[config.mk]
export PLATFORM = sky130hd
export DESIGN_NAME = tde_front
export DESIGN_NICKNAME = d
export VERILOG_FILES = /design/src/transaction_duration_extractor_assert.svh /design/src/tde_pkg.sv /design/src/tde_front.sv
export SDC_FILE = /design/constraint.sdc
export NUM_CORES = 1
export LEC_CHECK = 0
export BUFFER_PORTS_ARGS = -buffer_cell sky130_fd_sc_hd__buf_4
export CAP_MARGIN = 30
export CORE_UTILIZATION = 37
export CTS_BUF_LIST = sky130_fd_sc_hd__clkbuf_8
export CTS_CLUSTER_DIAMETER = 200
export DETAILED_ROUTE_END_ITERATION = 10
export HOLD_SLACK_MARGIN = 0.03
export PLACE_DENSITY = 0.63
export SLEW_MARGIN = 20
export SYNTH_ARGS = -nofsm -noshare
export SYNTH_HDL_FRONTEND = slang
export SYNTH_SLANG_ARGS = --single-unit
[constraint.sdc]
create_clock -name clk -period 14.93 [get_ports clk]
set_input_delay 1.493 -clock clk [delete_from_list [all_inputs] [get_ports clk]]
set_output_delay 1.493 -clock clk [all_outputs]
set_load 0.02 [all_outputs]
[src/transaction_duration_extractor_assert.svh]
// Assertion macros for the duration extractor RTL.
// Used by modules that check their own control logic; needs clk and rst_n in scope.
`ifndef TRANSACTION_DURATION_EXTRACTOR_ASSERT_SVH
`define TRANSACTION_DURATION_EXTRACTOR_ASSERT_SVH

// same-cycle implication
`define TDE_ASSERT_IMP(lbl, ante, cons) \
    lbl: assert property (@(posedge clk) disable iff (!rst_n) (ante) |-> (cons)) \
        else $error("tde assertion failed");

// next-cycle implication
`define TDE_ASSERT_NXT(lbl, ante, cons) \
    lbl: assert property (@(posedge clk) disable iff (!rst_n) (ante) |=> (cons)) \
        else $error("tde assertion failed");

`endif

[src/tde_pkg.sv]
// Shared types, constants and helpers for the transaction duration extractor.
// No dependencies.
package tde_pkg;

    localparam int COUNT_BITS = 16;
    localparam logic [15:0] COUNT_MAX = 16'((64'd1 << COUNT_BITS) - 64'd1);

    localparam logic [31:0] MS_PER_HOUR   = 32'd3600000;
    localparam logic [31:0] MS_PER_MINUTE = 32'd60000;

    localparam logic [26:0] OPEN_RESET  = 27'd34200000;
    localparam logic [26:0] CLOSE_RESET = 27'd57600000;

    typedef enum logic [2:0] {
        CFG_KIND   = 3'd0,
        CFG_MERGE  = 3'd1,
        CFG_OPEN   = 3'd2,
        CFG_CLOSE  = 3'd3,
        CFG_PTHR   = 3'd4,
        CFG_VTHR   = 3'd5
    } cfg_reg_t;

    localparam logic [1:0] KIND_TRADE  = 2'd0;
    localparam logic [1:0] KIND_PRICE  = 2'd1;
    localparam logic [1:0] KIND_VOLUME = 2'd2;

    localparam logic [1:0] PH_NONE    = 2'd0;
    localparam logic [1:0] PH_WAIT    = 2'd1;
    localparam logic [1:0] PH_OPENREF = 2'd2;
    localparam logic [1:0] PH_RUN     = 2'd3;

    typedef struct packed {
        logic [20:0] date;
        logic [4:0]  hour;
        logic [5:0]  minute;
        logic [15:0] second_ms;
        logic [26:0] t;
        logic [30:0] volume;
        logic [31:0] price;
        logic        last;
    } item_t;

    typedef struct packed {
        logic [20:0] date;
        logic [4:0]  hour;
        logic [5:0]  minute;
        logic [15:0] second_ms;
        logic [31:0] volume;
        logic [31:0] price;
        logic [26:0] dur;
        logic [15:0] count;
        logic [31:0] row_number;
        logic        last;
    } row_t;

    function automatic logic [26:0] dur_of(logic [26:0] t, logic [26:0] base);
        return (t >= base) ? (t - base) : 27'd0;
    endfunction

    function automatic logic [31:0] sat_add32(logic [31:0] a, logic [31:0] b);
        logic [32:0] s;
        s = {1'b0, a} + {1'b0, b};
        return s[32] ? 32'hFFFF_FFFF : s[31:0];
    endfunction

    function automatic logic [63:0] sat_add64(logic [63:0] a, logic [62:0] b);
        logic [64:0] s;
        s = {1'b0, a} + {2'b00, b};
        return s[64] ? 64'hFFFF_FFFF_FFFF_FFFF : s[63:0];
    endfunction

    function automatic logic [15:0] sat_inc(logic [15:0] c);
        return (c < COUNT_MAX) ? (c + 16'd1) : c;
    endfunction

endpackage

[src/tde_front.sv]
// Front end: input word register, time-of-day and date packing, two-word queue.
// Depends on tde_pkg.
module tde_front (
    input  logic          clk,
    input  logic          rst_n,
    input  logic          push,
    output logic          full,
    input  logic [11:0]   year,
    input  logic [3:0]    month,
    input  logic [4:0]    day,
    input  logic [4:0]    hour,
    input  logic [5:0]    minute,
    input  logic [15:0]   second_ms,
    input  logic [30:0]   volume,
    input  logic [31:0]   price,
    input  logic          last_item,
    output logic          item_valid,
    output tde_pkg::item_t item,
    input  logic          item_pop
);

    logic            s1_valid_reg, s1_valid_next;
    tde_pkg::item_t  s1_reg, s1_next;
    tde_pkg::item_t  q_reg [2];
    logic            wr_ptr_reg, wr_ptr_next;
    logic            rd_ptr_reg, rd_ptr_next;
    logic [1:0]      count_reg, count_next;
    logic            accept, move, do_pop;
    tde_pkg::item_t  cooked;

    assign full   = s1_valid_reg && (count_reg == 2'd2);
    assign accept = push && !full;
    assign move   = s1_valid_reg && (count_reg != 2'd2);
    assign do_pop = item_pop && (count_reg != 2'd0);

    assign item_valid = (count_reg != 2'd0);
    assign item       = q_reg[rd_ptr_reg];

    always_comb
    begin
        s1_next           = s1_reg;
        s1_next.date      = {year, month, day};
        s1_next.hour      = hour;
        s1_next.minute    = minute;
        s1_next.second_ms = second_ms;
        s1_next.t         = '0;
        s1_next.volume    = volume;
        s1_next.price     = price;
        s1_next.last      = last_item;

        cooked   = s1_reg;
        cooked.t = 27'(32'(s1_reg.hour) * tde_pkg::MS_PER_HOUR
                     + 32'(s1_reg.minute) * tde_pkg::MS_PER_MINUTE
                     + 32'(s1_reg.second_ms));

        s1_valid_next = accept ? 1'b1 : (move ? 1'b0 : s1_valid_reg);
        wr_ptr_next   = move ? ~wr_ptr_reg : wr_ptr_reg;
        rd_ptr_next   = do_pop ? ~rd_ptr_reg : rd_ptr_reg;
        count_next    = count_reg + 2'(move) - 2'(do_pop);
    end

    always_ff @(posedge clk or negedge rst_n)
    begin
        if (!rst_n)
        begin
            s1_valid_reg <= 1'b0;
            wr_ptr_reg   <= 1'b0;
            rd_ptr_reg   <= 1'b0;
            count_reg    <= 2'd0;
        end
        else
        begin
            s1_valid_reg <= s1_valid_next;
            wr_ptr_reg   <= wr_ptr_next;
            rd_ptr_reg   <= rd_ptr_next;
            count_reg    <= count_next;
        end
    end

    always_ff @(posedge clk)
    begin
        if (accept)
        begin
            s1_reg <= s1_next;
        end
        if (move)
        begin
            q_reg[wr_ptr_reg] <= cooked;
        end
    end

endmodule

==> run summary, run 1 <==
The run finished with clean final reports. The initial antenna violation count came out at 0. After detailed routing, the average wire length per cell comes to 18.1 um. The max-capacitance violation count is 0.

After synthesis, the netlist uses 46 different library cells. The setup path with the least slack is of type reg2reg. The vertical extent of the die came out at 215 um. The biggest area contributor in the post-synthesis netlist is edfxtp_1. Once the clock tree was built, the setup fixing pass inserted 0 buffers. Among all stages on the critical path, the largest delay is contributed by edfxtp_1.

The remaining routing DRC violations came out at 0. The synthesized-area fraction occupied by ao, oa, aoi and oai cells came out at 3.48%. Across every metal layer, demand over resource in global routing totals 15.1%.

The largest delay contributor family on the critical path is adder cells. The number of global-route vias before repair was 9,269. The critical path goes through inv_1, ha_1, inv_1, fa_1, ha_1, ha_1, nor2b_1, o21ai_0, a21boi_0, o21ai_0, nand2b_1, a21o_1, a41o_1, o41ai_1, xnor2_1, ha_1, ha_1, nand3_1, nor2_1, a21oi_1, nand3_1, nand3_1, nand3b_1, xnor3_1.

The largest buffer count on any clock path came out at 3. The data arrival time of the worst path is 6350 ps. The remaining max-slew budget at the tightest pin is 36.3%.

The most frequent cell on the critical path is ha_1. A synthesized cell averages 17.3 um^2. Yosys instantiated no cell more often than edfxtp_1. The register with the most flip-flops in the layout has 268 of them. In this run the worst hold path is classified as reg2reg. After detailed routing, no signal wire sits above met4. The met3 routed wirelength is about 2000 um. By count the netlist is led by 380 x edfxtp_1, 134 x mux2_2, 99 x ha_1, 78 x inv_1, 35 x xnor2_1. Clock tree synthesis selected as its root buffer the cell clkbuf_8.

The met2 wire length came out at 17,400 um. The most used flip-flop cell after synthesis is edfxtp_1. The final hold violation count came to 0. The number of nets at the end of the flow came out at 1,523. The data required time of the worst path is 15,320 ps. The first-pass GRT wire length is 53,100 um.

The launch instance of the worst min-delay path is cooked[137]. The number of setup violations in the final report is 0. For this run, the slowest stage of the critical path takes 580 ps.

The residual antenna-violating net count after detailed routing came out at 0. The number of buffers created by CTS came out at 61. Entering global routing, the biggest net connects 68 pins. Derived from the worst setup path, the maximum achievable clock frequency is 168 MHz.

The number of hold buffers added after cts is 0. The die area came out at 46,200 um^2. The final routed wirelength across all metal layers came out at 34,700 um. Counting I/O delays and the setup requirement, the final critical path takes slightly below 6000 ps. The congestion estimate from routability-driven global placement came to 0.823. STA classifies the critical path endpoint as a register. TritonCTS built the clock tree.

Setup repair after global routing left no endpoint under its margin. ~260 I/O pins were placed. The number of core rows is between 70 and 80. The worst register-to-register path begins at cooked[111]. The first-iteration detailed-routing DRC count is 525.

The wire length the detailed router placed on met1 is 14,500 um. Synthesis produced approximately 970 cells. Detailed routing inserted a total of 8,971 vias. The ratio of cells with drive above 1 in the final layout came out at between 30% and 40%. The final-report max-slew violation count is 0.

The HPWL after detailed placement is 24,200 um. The clock net sink count is 385. The final critical path takes up 40.0% of the cycle. The die span in x came out at approximately 210 um. After Yosys synthesis, XOR and XNOR cells account for 2.54% of the synthesized area. Buffers placed on the I/O ports in this run total ~260. The hold slack came out at 441 ps. The critical path startpoint category is a register.

By area, the combinational part of the netlist is dominated by adder cells. The final setup skew came out at 16.9 ps. The clock transition time at the flip-flop clock pins of the worst setup and hold paths is 60 ps. After synthesis, the share of flip-flops with an asynchronous set or reset is between 1 and 1.5%. Counting both buffers and inverters, the worst setup path holds a total of 2. Summing every instance area after synthesis gives 16,800 um^2.

The number of nets produced by synthesis is 1,217. The number of H-tree levels is 2. By area the synthesized netlist is led by edfxtp_1 68%, mux2_2 9.0%, ha_1 7.4%. The first-pass iteration count of the detailed router is 4.

The largest fanout of any net on the critical path is 9. The initial core utilization came out at 37.7%. In the routed layout, each cell is associated on average with a via count of 4.68. The later pin in the worst-skew pair is clocked with a latency of 640 ps.

At the pin with the least slew margin, the transition time is roughly 960 ps. The Yosys warning count came out at 0. The aggregate global routing overflow came out at 0.

Tracing the worst setup path back leads to its startpoint at cooked[111]. The accumulated negative setup slack came out at 0 ps. The core area is 44,400 um^2. Counting flops and latches in the post-synthesis netlist gives around 390.

Relative to the synthesized area, the layout overhead comes to 23.1%. The share of the yosys chip area belonging to registers came out at approximately 69%. The simple-gate share of the synthesized area came out at 2.35%.

The antenna diode count came out at 0. The adder-cell share of the synthesized area came out at 11.4%. The share of synthesized area in the top cell type comes to 68.1%. The mux share of post-synthesis cell area is 9.00%. The number of gates resized after cts came out at 0. The number of flops mapped to enable cells by yosys is 380.
==> worst paths after layout <==
kind	endpoint	slack (ps)	depth (start not counted)
worst max register to register	q_reg[0][90]	8960	24
worst max-delay path	q_reg[0][90]	8960	24
max in group asynchronous	rd_ptr_reg	14160	1
min in group asynchronous	wr_ptr_reg	650	1
worst min register to register	q_reg[1][137]	440	0
worst min-delay path	q_reg[1][137]	440	0
==> worst reg2reg max path, stage by stage (launching register included) <==
cell and delay [ps]:
edfxtp_1 580, inv_1 90, ha_1 300, inv_1 120
fa_1 430, ha_1 310, ha_1 350, nor2b_1 150
o21ai_0 200, a21boi_0 140, o21ai_0 170, nand2b_1 110
a21o_1 200, a41o_1 250, o41ai_1 320, xnor2_1 180
ha_1 260, ha_1 330, nand3_1 120, nor2_1 180
a21oi_1 110, nand3_1 100, nand3_1 130, nand3b_1 200
xnor3_1 390
==> cells in the final DEF (no fill, tap or decap), types with 4 or more instances in the layout <==
master      n
buf_4     262
inv_1      96
fa_1       34
clkinv_1   17
nand3_1    11
o21ai_0    12
edfxtp_1  380
ha_1       99
xor2_1     11
xnor2_1    35
nor2_1     28
clkinv_2    9
clkbuf_8   62
dfrtp_1     4
nor3_1      5
a31oi_1     4
nand2_1    15
mux2_2    134
o21a_1      5
a21o_1     12
a211oi_1    4
a21oi_1    27
nand2b_1    6
==> per-stage QoR <==
| step | std cells | instance area (um^2) | setup WS, ps | util [%] |
|---|---|---|---|---|
| 6_report | 1915 | 20600 | 8960 | 46.5 |
| 3_3_place_gp | 1799 | 19400 | 9090 | 43.6 |
| 5_1_grt | 1915 | 20600 | 8550 | 46.5 |
| 3_5_place_dp | 1802 | 19500 | 8970 | 43.8 |
| 2_1_floorplan | 968 | 16800 | 8150 | - |
| 4_1_cts | 1914 | 20600 | 8960 | 46.4 |
==> per-layer routing <==
| metal | global-route usage, % | vias to the layer above |
|---|---|---|
| met4 | 5.26 | 0 |
| met1 | 18.6 | 4417 |
| met2 | 25.9 | 246 |
| met5 | 0 | - |
| li1 | - | 4246 |
| met3 | 3.67 | 62 |
==> cell type report <==
type                            instances  area, um^2
Clock buffer                           62         853
Clock inverter                         50         307
Fill cell                            3863       23800
Inverter                               78         293
Multi-Input combinational cell        482        4850
Sequential cell                       385       11500
Tap cell                              592         741
Timing Repair Buffer                  266        2060
==> cells by family after synthesis <==
group                    after synthesis
flip-flops                           385
buffers and inverters                101
XOR/XNOR                              47
AO/OA/AOI/OAI                         85
multiplexers                         134
AND/OR/NAND/NOR                       83
adder cells (fa/ha/maj)              133
Power of run 1 is left out: the tool's default activity adds up to more than one toggle a clock period on the data nets, which glitch-free logic cannot reach.
==> run 2, diff against run 1 <==
- clock period: 14.93 -> 5.6 ns (I/O delays scaled with it)
==> run summary, run 2 (synthesis results as in run 1) <==
The flow ran to the end, and the final reports show no timing, DRC or antenna violations. The largest stage delay on the critical path came out at 500 ps (-80 ps). The transition at the pin with the smallest max-transition slack was 786 ps (-170 ps). The met3 routed wirelength came to 1750 um (-13%).

The aggregate global routing overflow came out at 0 (unchanged). The data required time of the worst path came to 5930 ps (-9390 ps). The wire length the detailed router placed on met1 came out at 14,800 um (+2.2%).

Walking the worst path, the cells encountered are fa_1, fa_1, inv_1, fa_1, inv_1, ha_1, and2_1, o21ai_0, o31ai_1, or4_4, a31o_4, a21oi_4, xnor2_2, ha_1, ha_4, o21ai_1, nand2b_1, nand3_2, nand3b_1, xnor3_1. The final routed wirelength across all metal layers is 35,100 um (+1.1%). The post-route minimum period came to 5350 ps (-616 ps). The data arrival time of the worst path is 5680 ps (-670 ps). The final worst-path cycle share came out at 95.5% (+56 points). The clock net sink count came out at 385 (unchanged). The final cell area excluding filler cells came out at 21,100 um^2 (+2.2%). The highest clock rate came out at 187 MHz (+12%).

The top cell types in the final layout, fill and taps aside, are 380 x edfxtp_1, 282 x buf_4, 134 x mux2_2. In this run the worst hold path is classified as in2reg. On the critical path the largest part of the delay comes from adder cells. The number of H-tree levels is 3 (+1). The commonest non-fill, non-tap cell in the layout is edfxtp_1. The number of nets at the end of the flow was 1,551 (+1.8%).

The critical path startpoint category is a register. The met2 wire length came out at 17,600 um (+1.4%). The accumulated negative setup slack came out at 0 ps (unchanged).

The sum of net half-perimeters after detailed placement was 24,100 um (-0.54%). Signal routing reaches up to met4. The number of buffer cells added on primary ports came to 256 (unchanged). The remaining routing DRC violations came to 0 (unchanged). The number of buffers created by CTS came out at 67 (+9.8%).

The number of global-route vias before repair was 9,776 (+5.5%). The initial core utilization is 37.7% (unchanged). The first-pass GRT wire length came out at 54,200 um (+2.2%).

The worst setup slack before clock tree synthesis came out at -11.3 ps (-8980 ps). The minimum setup slack in the final design came to 251 ps (-8710 ps). The first-iteration detailed-routing DRC count came out at 420 (-20%).

The final-layout fill cell count is 3,912 (+1.3%). The max-capacitance violation count was 0 (unchanged). The maximum number of pins on one net before global-route repair came to 113 (+66%). The final-report max-slew violation count is 0 (unchanged). The via total after detailed routing came out at 9,142 (+1.9%). The largest buffer count on any clock path is 3 (unchanged). The residual antenna-violating net count after detailed routing came out at 0 (unchanged).

The root buffer cell chosen for the clock tree is clkbuf_8. The remaining max-slew budget at the tightest pin is 47.6% (+11 points). The cell count after placement is 1,818 (+0.89%). The area of all sequential standard cells came out at 11,500 um^2 (unchanged). The number of buffers and inverters on the critical path came out at 2 (unchanged).

TritonCTS built the clock tree. The clock insertion delay at the later pin of the skew report is 620 ps (-20 ps). The number of core rows is 77 (unchanged). The cell area after placement is 19,600 um^2 (+0.75%).

The first-pass iteration count of the detailed router came out at 6 (+2). The final instance count without filler cells came out at 1,945 (+1.6%). The number of vias per cell after detailed routing came out at 4.70 (+0.33%). The number of setup violations in the final report is 0 (unchanged).

The total global routing track utilization is 15.4% (+0.32 points). The flip-flop count of the largest register after layout came out at 268 (unchanged). The area growth from synthesis to layout is 25.8%. The vertical extent of the die came to 215 um (unchanged).

STA classifies the critical path endpoint as a register. The area occupied by multi-input gates is 5010 um^2 (+3.4%). By startpoint and endpoint, the worst setup path is classified as reg2reg. The die area is 46,200 um^2 (unchanged).

The largest fanout of any net on the critical path came to 3 (-6). The core area came out at 44,400 um^2 (unchanged). Counting stages on the worst path, the most repeated cell is fa_1.

The die span in x is 215 um (unchanged). The final setup skew was 22.2 ps (+5.25 ps). The clock transition time at the flip-flop clock pins of the worst setup and hold paths is 60 ps (about the same). The number of top-level pins is 257 (unchanged). The final hold violation count came out at 0 (unchanged). The average detailed-routed wire length per instance is 18.0 um (-0.47%).

The slowest stage of the critical path is the fa_1 cell. The initial antenna violation count came out at 1 (+1). The weighted congestion reported at the end of routability-driven placement came out at 0.804 (-2.4%). The ratio of cells with drive above 1 in the final layout came out at 39.9% (+3.0 points).
run 2: what timing repair did:
item,in CTS,in global routing
hold buffers,1,0
resized for setup,2,32
pin swaps,1,10
setup buffers,0,6
endpoints found under the hold margin,5,0
setup endpoints to repair,2,8
run 2: final timing paths:
path | endpoint | slack [ps] | cells past startpoint | start
worst max-delay path | q_reg[1][90] | 250 | 20 | cooked[109]
max in group asynchronous | rd_ptr_reg | 5180 | 2 | rst_n
min in group asynchronous | wr_ptr_reg | 290 | 2 | rst_n
worst min register to register | q_reg[1][18] | 430 | 0 | cooked[18]
worst min-delay path | cooked[25] | 110 | 1 | price[24]
worst max register to register | q_reg[1][90] | 250 | 20 | cooked[109]
run 2: layout make-up:
class | instances | share of cell area [%]
Clock inverter | 47 | 1.26
Timing Repair Buffer | 288 | 10.6
Tap cell | 592 | 3.51
Antenna cell | 1 | 0.0119
Multi-Input combinational cell | 482 | 23.8
Sequential cell | 385 | 54.7
Inverter | 78 | 1.39
Clock buffer | 72 | 4.70
run 2: per-stage QoR:
stage          hold WS (ps)  util, %
2_1_floorplan           264        -
3_3_place_gp            365     44.0
3_5_place_dp            364     44.1
4_1_cts                39.0     47.0
5_1_grt                59.6     47.5
6_report                114     47.5
run 2: metal layers:
layer	up-vias	GRT usage, %
met3	60	3.91
met2	205	26.5
li1	4300	-
met1	4577	18.6
met4	0	6.02
met5	-	0
run 2: worst reg2reg max path: stages (launching register included):
cell and delay [ps]:
edfxtp_1 410, fa_1 500, fa_1 490, inv_1 50, fa_1 500, inv_1 50
ha_1 290, and2_1 150, o21ai_0 130, o31ai_1 110, or4_4 500, a31o_4 240
a21oi_4 130, xnor2_2 140, ha_1 290, ha_4 290, o21ai_1 70, nand2b_1 100
nand3_2 70, nand3b_1 160, xnor3_1 390
Power of run 2 is left out for the same reason.
==> run 3, diff against run 2 <==
- CORE_UTILIZATION: 37 -> 59
- PLACE_DENSITY: 0.63 -> 0.89
==> run summary, run 3 (synthesis results as in run 1) <==
The run finished with clean final reports. The die span in x came out at 171 um (-21%). The residual antenna-violating net count after detailed routing was 0 (unchanged). The initial core utilization is 60.2% (+22 points).

The final worst-path cycle share is 97.1% (+1.6 points). The number of H-tree levels is 2 (-1). The maximum number of pins on one net before global-route repair came out at 101 (-11%). The largest fanout of any net on the critical path came out at 4 (+1). The number of vias per cell after detailed routing is 5.43 (+16%).

The final routed wirelength across all metal layers came out at 35,500 um (+1.1%). The max-capacitance violation count came out at 0 (unchanged). The transition at the pin with the smallest max-transition slack is 748 ps (-37.9 ps). The minimum setup slack in the final design is 163 ps (-88.0 ps). The via total after detailed routing came out at 9,303 (+1.8%). The first-pass GRT wire length is 52,000 um (-4.1%). The critical-path cell with the highest stage delay is fa_1. The first-pass iteration count of the detailed router came out at 5 (-1). The flip-flop count of the largest register after layout is 268 (unchanged). The number of global-route vias before repair came out at 9,646 (-1.3%).

The remaining routing DRC violations was 0 (unchanged). The min-delay analysis places its worst path in the category in2reg. The largest stage delay on the critical path is 550 ps (+50 ps). The tree is rooted in a clkbuf_8. In this run the critical register-to-register path is launched from cooked[115]. The number of buffers created by CTS was 57 (-15%). The critical path is of the reg2reg type. The remaining max-slew budget at the tightest pin is 50.1% (+2.5 points). The initial antenna violation count came to 0 (-1). The worst setup path is captured at a register.

The critical path startpoint category is a register. The ratio of cells with drive above 1 in the final layout is 39.8% (-0.14 points). Traced cell by cell, the critical path runs through buf_4, ha_4, ha_1, inv_1, fa_1, inv_1, ha_1, a211oi_2, o21bai_2, a2111oi_4, nor2_2, a21o_1, a21oi_2, xnor2_1, ha_1, ha_4, nand3_2, nor2_2, a21oi_2, nand3_1, nand3_2, nand3b_1, xnor3_1. The number of nets at the end of the flow came out at 1,537 (-0.90%).

The area growth from synthesis to layout is 22.9%. The highest clock rate came to 184 MHz (-1.6%). The largest buffer count on any clock path is 3 (unchanged).

The number of core rows came out at 61 (-21%). The number of setup violations in the final report is 0 (unchanged). The most frequent cell on the critical path is ha_1. The clock insertion delay at the later pin of the skew report came out at 610 ps (about the same). The vertical extent of the die is 171 um (-21%). The antenna diode count came out at 0 (-1). The data required time of the worst path is 5930 ps (about the same).

The TritonCTS clock tree is built. The final hold violation count is 0 (unchanged). The weighted congestion reported at the end of routability-driven placement came out at 0.829 (+3.1%). The number of buffer cells added on primary ports came out at 256 (unchanged). The die area came out at 29,100 um^2 (-37%). The total global routing track utilization was 24.1% (+8.6 points). The average detailed-routed wire length per instance is 20.7 um (+15%). The worst setup slack before clock tree synthesis came out at -32.5 ps (-21.2 ps). The launch instance of the worst min-delay path is price[11]. The sum of net half-perimeters after detailed placement is 23,100 um (-4.1%). The critical path starts at cooked[115]. The data arrival time of the worst path came out at 5760 ps (+80 ps). The final-report max-slew violation count is 0 (unchanged). The first-iteration detailed-routing DRC count is 619 (+47%). The number of top-level pins is 257 (unchanged). The core area came out at 27,900 um^2 (-37%).

The final setup skew came out at 29.5 ps (+7.33 ps). Leaving out fill and tap cells, the most frequent cell in the layout is edfxtp_1. The clock net sink count is 385 (unchanged). The clock transition time at the flip-flop clock pins of the worst setup and hold paths came out at 70 ps (about the same).

The post-route minimum period is 5440 ps (+88.0 ps). The top cell types in the final layout, fill and taps aside, are 380 x edfxtp_1, 278 x buf_4, 134 x mux2_2. The aggregate global routing overflow came to 0 (unchanged).
-- run 3: cell types whose count changed in the layout (fill, tap and decap cells not counted), moves of 3 or more --
| cell | change |
|---|---|
| nor2_2 | +4 |
| ha_1 | -4 |
| buf_4 | -4 |
| clkinvlp_4 | -3 |
| ha_4 | +5 |
| inv_1 | -6 |
| clkbuf_8 | -9 |
| clkinv_2 | +6 |
-- run 3: area by class of cell --
type | instances | area [um^2]
flip-flops and latches | 385 | 11500
fillers | 1601 | 7240
multi-input cells | 482 | 5040
repair buffers | 284 | 2200
clock buffers | 63 | 867
well taps | 378 | 473
inverters | 78 | 293
clock inverters | 42 | 200
-- run 3: final timing paths --
check | to | slack (ps) | cells past startpoint
worst min register to register | q_reg[1][124] | 430 | 0
max in group asynchronous | rd_ptr_reg | 5160 | 2
worst max register to register | q_reg[0][90] | 160 | 23
worst max-delay path | q_reg[0][90] | 160 | 23
worst min-delay path | cooked[12] | 130 | 1
min in group asynchronous | s1_valid_reg | 300 | 2
-- run 3: worst max-delay path: cells and delay by family, from the launching register on --
kind                     cells  cell delay [ps]
AND/OR/NAND/NOR              6              710
adder cells (fa/ha/maj)      6             2040
flip-flops                   1              470
AO/OA/AOI/OAI                6             1200
buffers and inverters        3              310
XOR/XNOR                     2              460
-- run 3: per-stage QoR --
| stage | hold WS [ps] | TNS (ps) | std cells | area, um^2 | util [%] |
|---|---|---|---|---|---|
| after floorplan | 264 | 0 | 968 | 16800 | - |
| after global placement | 365 | 0 | 1597 | 19200 | 69.1 |
| after detailed placement | 373 | -65.0 | 1598 | 19300 | 69.2 |
| after CTS | 84.8 | 0 | 1704 | 20400 | 73.1 |
| after global routing | 89.5 | -169 | 1712 | 20600 | 74.0 |
| final | 126 | 0 | 1712 | 20600 | 74.0 |
-- run 3: what timing repair did --
item / CTS / global route
setup endpoints to repair: 2 / 14
pin swaps: 0 / 15
hold buffers: 1 / 0
gates resized for setup: 3 / 31
hold endpoints to repair: 5 / 0
buffers inserted: 0 / 7
-- run 3: routing by layer --
metal  vias to the layer above  share of wire (%)  global-route usage [%]
met1                      4616                 37                    28.0
met3                        68                8.4                    6.25
li1                       4272                  -                       -
met2                       347                 52                    42.6
met5                         -                  0                       0
met4                         0                3.1                    9.48
Power of run 3 is left out for the same reason.
